<file path="config.mk">
export PLATFORM = sky130hd
export DESIGN_NAME = ptt_cell
export DESIGN_NICKNAME = d
export VERILOG_FILES = /design/src/sv/ptt_pkg.sv /design/src/sv/ptt_cell.sv
export SDC_FILE = /design/constraint.sdc
export NUM_CORES = 1
export LEC_CHECK = 0
export BUFFER_PORTS_ARGS = -buffer_cell sky130_fd_sc_hd__buf_2
export CAP_MARGIN = 20
export CORE_MARGIN = 1.5
export CORE_UTILIZATION = 44
export CTS_CLUSTER_SIZE = 8
export DETAILED_ROUTE_END_ITERATION = 8
export PLACE_DENSITY = 0.8
export SLEW_MARGIN = 40
export SYNTH_ARGS = -nofsm -noshare
export SYNTH_HDL_FRONTEND = slang
export SYNTH_SLANG_ARGS = --single-unit
</file>
<file path="constraint.sdc">
create_clock -name clk -period 0.9 [get_ports clk]
set_input_delay 0.09 -clock clk [delete_from_list [all_inputs] [get_ports clk]]
set_output_delay 0.09 -clock clk [all_outputs]
set_load 0.02 [all_outputs]
</file>
<file path="src/sv/ptt_pkg.sv">
// Shared types and constants for the periodic task timer table.
// Holds the slot record, transaction payloads and op/kind/status codes.
// No dependencies.
package ptt_pkg;

  localparam int SLOT_COUNT = 32;
  localparam int IDX_W      = (SLOT_COUNT > 1) ? $clog2(SLOT_COUNT) : 1;
  localparam int CNT_W      = $clog2(SLOT_COUNT + 1);

  localparam logic [2:0] OP_CREATE  = 3'd0;
  localparam logic [2:0] OP_TICK    = 3'd1;
  localparam logic [2:0] OP_REMOVE  = 3'd2;
  localparam logic [2:0] OP_EXISTS  = 3'd3;
  localparam logic [2:0] OP_CLEANUP = 3'd4;

  localparam logic [2:0] KIND_CREATE  = 3'd0;
  localparam logic [2:0] KIND_FIRE    = 3'd1;
  localparam logic [2:0] KIND_MATCH   = 3'd2;
  localparam logic [2:0] KIND_CLEANUP = 3'd3;
  localparam logic [2:0] KIND_TICK    = 3'd4;

  localparam logic [1:0] ST_OK        = 2'd0;
  localparam logic [1:0] ST_FULL      = 2'd1;
  localparam logic [1:0] ST_NOT_FOUND = 2'd2;

  typedef struct packed {
    logic               busy;
    logic signed [24:0] countdown;
    logic [23:0]        reload_period;
    logic [15:0]        repeats_left;
    logic [31:0]        key;
    logic signed [15:0] owner_id;
    logic [7:0]         owner_kind;
  } slot_t;

  typedef struct packed {
    logic [2:0]         op;
    logic [23:0]        period_ms;
    logic [15:0]        repeat_total;
    logic [31:0]        callback_key;
    logic signed [15:0] owner_id;
    logic [7:0]         owner_kind;
    logic [1:0]         match_mode;
    logic [15:0]        elapsed_ms;
  } req_t;

  typedef struct packed {
    logic [2:0]         kind;
    logic [4:0]         slot_index;
    logic [31:0]        fired_key;
    logic signed [15:0] fired_owner_id;
    logic [7:0]         fired_owner_kind;
    logic [1:0]         status;
    logic [5:0]         freed_count;
    logic               last;
  } rsp_t;

  function automatic slot_t free_slot();
    slot_t s;
    s               = '0;
    s.owner_id      = '1;
    return s;
  endfunction

endpackage

</file>
<file path="src/sv/ptt_cell.sv">
// One timer slot of the rotating slot chain.
// Depends on ptt_pkg for the slot record.
module ptt_cell (
  input  logic          clk,
  input  logic          rst,
  input  logic          shift,
  input  ptt_pkg::slot_t d,
  output ptt_pkg::slot_t q
);
  import ptt_pkg::*;

  always_ff @(posedge clk) begin
    if (rst) begin
      q <= free_slot();
    end else if (shift) begin
      q <= d;
    end
  end

endmodule

</file>
==> metrics, run 1 <==
clock power share=45.4%; Post-Layout Inst Area=0.00881 mm²; Hold Path Stages=2; final hold vios=0; crit-path max FO=2; Post-synth EDFFs=0; fin nets=928; worst path cell trace=buf_6; Top Ports=247; final wirelength=19.6 mm; proportion of layout cells with a drive suffix above 1=55.1%; Finished Layout Cells=950; register bit count reported by yosys=122; Max Clock Skew=0 ns; max FFs per register=122; largest registers=q x122; VDD IR max=1.61 mV; CP Buf/Inv Count=1; Total GRT Usage=34.8%; WL/cell=20.7 µm; Via density=5.10; number of CTS-inserted buffers=17; DRC viols=0; slack of the critical path=-0.210 ns; crit path DAT=1.02 ns; die area=0.0105 mm²; clk slew on worst S/H paths=0.06 ns; sequential group share of total power=36.5%; GRT Residual Overflow=0; Hold Crit Class=in -> reg; Required @ worst endpoint=0.81 ns; Clock Latency Late Sink=0.51 ns; Cell Area, Synth=0.00435 mm²; Cell Int Power=12.5 mW; first-pass GRT wire length=26.8 mm; R2R depth=3; min-delay src=rst; r2r setup slk=-0.06 ns; row count=36; DR iter-0 viols=171; post-synthesis async set-or-reset flop share=0%; CTS Root Cell=clkbuf_8; hold endpoint=q[17]; Top FF cell, synth=dfxtp_1; vias in the first global route=5081; max-cap check violation count=0; Fmax=0.901 GHz; Final Setup Violations=126; Setup crit end kind=output port; remaining antenna violation count after routing=0; Psw=4.17 mW; syn nets=520; relative slew slack=79.0%; sw frac=25.0%; clk sink count=122; initial antenna violation count=1; clk buf depth=2; Layout area overhead=102%; maximum number of pins on one net before global-route repair=40; pre-CTS WS=-0.0328 ns; H-tree Lvls=4; effective utilization at floorplan=44.9%; DP Area=0.00570 mm²; power share of the combinational group=18.1%; Post-DP HPWL=7.55 mm; DRT Pass-1 Iters=4; area leader, netlist=dfxtp_1; Max Slew Vio Count=0; Distinct cells, synth=9; CP Launch Type=flop; Syn Inst Count=395; Via Count=4846; Die W=102 µm; status=finished with violations; Largest Register=q; area share of the largest cell type after synthesis=56.1%; Max stage delay on crit path=0.37 ns; RSZ-0062 raised after global routing=true; leakage dissipation=4.29 nW; reg2reg start=q[8]; port bufs=246; sequential-to-total area share from yosys stat=56.1%; die height=102 µm; Yosys warnings=0; ranking of synthesized cells by area=dfxtp_1, mux2i_1, nor2_1; GPL Wtd Cong=0.716; period utilization=123%; Power Density=1900 mW/mm²; CP delay by family, top=flip-flops; Core Area=0.00968 mm²; violated checks=setup timing; TritonCTS clock tree=done; minimum clock period=1.11 ns; Commonest cells post-synth=dfxtp_1, mux2i_1, nor2_1; Worst path slowest cell=dfxtp_2; critical path class=reg -> out; top-count cell post-synth=dfxtp_1; Slew @ Worst Pin=0.307 ns; placed insts=759; Crit Reg-Reg Endpoint=q[8]; Mean Syn Cell Area=11.0 µm²
==> metrics by stage <==
step | util (%) | total power, mW | TNS [ns] | hold WS [ns]
after floorplan | - | 7.12 | 0 | 0.212
after global placement | 58.9 | 7.78 | 0 | 0.295
after detailed placement | 58.9 | 7.85 | -0.216 | 0.304
after CTS | 88.4 | 16.3 | -20.89 | 0.0245
after global routing | 90.9 | 17.2 | -24.20 | 0.0507
final | 90.9 | 16.7 | -19.97 | 0.0423
==> worst max-delay path by stage <==
stage	start	endpoint	slack, ns	cells after the start
after CTS	q[100]	q[100]	-0.20	1
after detailed placement	shift	q[47]	-0.03	4
final	q[100]	q[100]	-0.21	1
after floorplan	q[10]	q[10]	0.07	2
after global placement	shift	q[53]	0.01	4
after global routing	q[100]	q[100]	-0.24	1
==> cells by family (layout without fill, tap and decap cells) <==
| family | after synthesis | count (layout) | share of synthesized area [%] |
|---|---|---|---|
| compound gates | 16 | 16 | 3.22 |
| buf+inv | 29 | 450 | 4.80 |
| flops | 122 | 122 | 56.1 |
| mux | 106 | 106 | 24.4 |
| other cells | 0 | 1 | 0 |
| simple gates | 122 | 122 | 11.4 |
==> placed cells by master (no fill, tap or decap), drive strengths merged <==
cell type / instances
mux2i: 106
nor2b: 16
bufinv: 5
clkinv: 3
diode: 1
clkbuf: 22
dlygate4sd3: 124
buf: 294
dfxtp: 122
a211o: 16
nor2: 106
clkinvlp: 2
==> power by group through the flow <==
| stage | logic, mW | registers, mW | clock network, mW |
|---|---|---|---|
| final | 3.03 | 6.09 | 7.59 |
| after global routing | 3.15 | 6.12 | 7.93 |
| after CTS | 2.67 | 6.04 | 7.56 |
| after detailed placement | 1.84 | 6.00 | 0 |
| after global placement | 1.79 | 5.99 | 0 |
| after floorplan | 0.705 | 6.41 | 0 |
==> what timing repair did <==
| action | 4_1_cts | 5_1_grt |
|---|---|---|
| endpoints found under the setup margin | 122 | 123 |
| pin swaps | 0 | 2 |
| gates resized for setup | 366 | 6 |
| hold buffers | 124 | 0 |
| hold endpoints to repair | 122 | 0 |
| buffers inserted | 6 | 29 |
==> layer usage <==
metal | share of wire [%] | global-route usage, % | up-vias | routed length, µm
li1 | - | - | 2138 | -
met1 | 35 | 34.1 | 2282 | 6880
met2 | 50 | 62.0 | 314 | 9910
met3 | 7.2 | 9.92 | 112 | 1410
met4 | 7.4 | 26.4 | 0 | 1450
met5 | 0 | 0 | - | 0
==> area by class of cell <==
type                            instances  area [µm²]
Clock inverter                         10         188
Multi-Input combinational cell        244        1720
Tap cell                              133         166
Antenna cell                            1        2.50
Clock buffer                           22         473
Fill cell                             331         878
Timing Repair Buffer                  418        3660
Sequential cell                       122        2590
Note: power is estimated with default switching activity, not from simulation.
==> inputs of run 2 (changes only) <==
--- a/config.mk
+++ b/config.mk
@@ -11,7 +11,8 @@
 export CORE_UTILIZATION = 44
 export CTS_CLUSTER_SIZE = 8
 export DETAILED_ROUTE_END_ITERATION = 8
-export PLACE_DENSITY = 0.8
+export PLACE_DENSITY_LB_ADDON = 0.2
+export SETUP_SLACK_MARGIN = 0.1
 export SLEW_MARGIN = 40
 export SYNTH_ARGS = -nofsm -noshare
 export SYNTH_HDL_FRONTEND = slang
==> run 2 against run 1 <==
  * The run still ends with setup timing left
  * First-iteration DRC count decreased by 36%
  * Clock-buffer cell count decreased by 2
  * Global-route usage decreased by 4.2 points
  * Sequential power about the same
  * Via count decreased by 5.2%
  * Maximum frequency increased by 4.7%
  * Highest routed layer unchanged
==> metrics, run 2 (same netlist as run 1, synthesis figures left out) <==
H-tree Lvls=4; GRT Residual Overflow=0; Required @ worst endpoint=0.81 ns; max FFs per register=122; Power Density=1770 mW/mm²; Worst path depth=1; row count=36; CTS Hold Bufs=124; Psw=4.01 mW; critical path class=reg -> out; Post-Layout Inst Area=0.00872 mm²; Clock Latency Late Sink=0.49 ns; clock power share=41.3%; die height=102 µm; Setup crit end kind=output port; Max stage delay on crit path=0.35 ns; clk sink count=122; Critical path destination=q[67]; leakage dissipation=4.21 nW; pre-CTS WS=-0.0165 ns; Layout area overhead=100%; worst path cell trace=buf_6; Via Count=4595; DP Area=0.00577 mm²; Top Ports=247; Via density=4.88; CP Buf/Inv Count=1; WL/cell=18.5 µm; Final Setup Violations=123; proportion of layout cells with a drive suffix above 1=55.3%; maximum number of pins on one net before global-route repair=38; effective utilization at floorplan=44.9%; crit path DAT=0.97 ns; Core Area=0.00968 mm²; slack of the critical path=-0.160 ns; CP Launch Point=q[67]; Die W=102 µm; sw frac=26.0%; minimum clock period=1.06 ns; CP delay by family, top=flip-flops; Slew @ Worst Pin=0.566 ns; CP Launch Type=flop; max-cap check violation count=0; period utilization=118%; power share of the combinational group=19.3%; initial antenna violation count=1; most frequent cells in the layout=buf_6, dlygate4sd3_1, buf_2, dfxtp_2, nor2_1; relative slew slack=62.3%; TritonCTS clock tree=done; Crit Reg-Reg Endpoint=q[23]; CTS Root Cell=clkbuf_8; status=finished with violations; final wirelength=17.4 mm; crit-path max FO=2; Post-DP HPWL=7.71 mm; R2R depth=3; DR iter-0 viols=110; final hold vios=0; clk slew on worst S/H paths=0.06 ns; sequential group share of total power=39.4%; Largest Register=q; DRT Pass-1 Iters=4; reg2reg start=q[23]; die area=0.0105 mm²; most common cell after layout, fill and taps aside=buf_6; VDD IR max=1.60 mV; clk buf depth=2; first-pass GRT wire length=23.9 mm; largest registers=q x122; Total GRT Usage=30.6%; number of CTS-inserted buffers=17; DRC viols=0; RSZ-0062 raised after global routing=true; vias in the first global route=4918; Max Clock Skew=0 ns; port bufs=246; violated checks=setup timing; Cell Int Power=11.4 mW; Max Slew Vio Count=0; fin nets=919; Hold Crit Class=in -> reg; Worst path slowest cell=dfxtp_2; GPL Wtd Cong=0.732; Fmax=0.944 GHz; remaining antenna violation count after routing=0; r2r setup slk=-0.01 ns
==> run 2: power groups by stage <==
stage                     Clock [mW]  Sequential [mW]  Combinational (mW)
after CTS                       6.40             6.03                2.71
after detailed placement           0             6.01                1.87
after global placement             0             6.00                1.83
final                           6.36             6.07                2.97
after global routing            6.72             6.09                3.12
after floorplan                    0             6.42               0.705
==> run 2: what timing repair did <==
| item | 4_1_cts | 5_1_grt |
|---|---|---|
| resized for setup | 351 | 17 |
| hold endpoints to repair | 122 | 1 |
| setup endpoints to repair | 122 | 155 |
| setup buffers | 8 | 18 |
| pin swaps | 1 | 9 |
==> run 2: worst min-delay path by stage <==
stage	start	end	slack, ns	depth (start not counted)
floorplan	d[23]	q[23]	0.21	1
global placement	d[16]	q[16]	0.30	2
detailed placement	d[20]	q[20]	0.30	2
CTS	rst	q[14]	-0.03	3
global route	rst	q[8]	-0.001	3
finish	rst	q[11]	0.009	3
==> run 2: cell type report <==
cell class / count / area, µm²
repair buffers: 409 / 3640
flip-flops and latches: 122 / 2590
well taps: 133 / 166
fillers: 391 / 968
clock inverters: 12 / 126
diodes: 1 / 2.50
clock buffers: 20 / 425
multi-input cells: 244 / 1760
==> run 2: per-stage QoR <==
stage	setup TNS (ns)	utilization [%]	hold slack, ns	power [mW]	cells
floorplan	0	-	0.212	7.13	395
global placement	0	59.6	0.296	7.83	760
detailed placement	-0.0264	59.6	0.300	7.87	760
CTS	-19.81	88.0	-0.0289	15.1	924
global route	-21.35	90.0	-0.00114	15.9	941
finish	-16.41	90.0	0.00912	15.4	941
==> run 2: routing by layer <==
layer | vias up | global-route usage, % | part of all wire (%)
li1 | 2128 | - | -
met1 | 2183 | 29.4 | 35
met2 | 213 | 57.2 | 54
met3 | 71 | 8.69 | 5.4
met4 | 0 | 19.2 | 5.3
met5 | - | 0 | 0
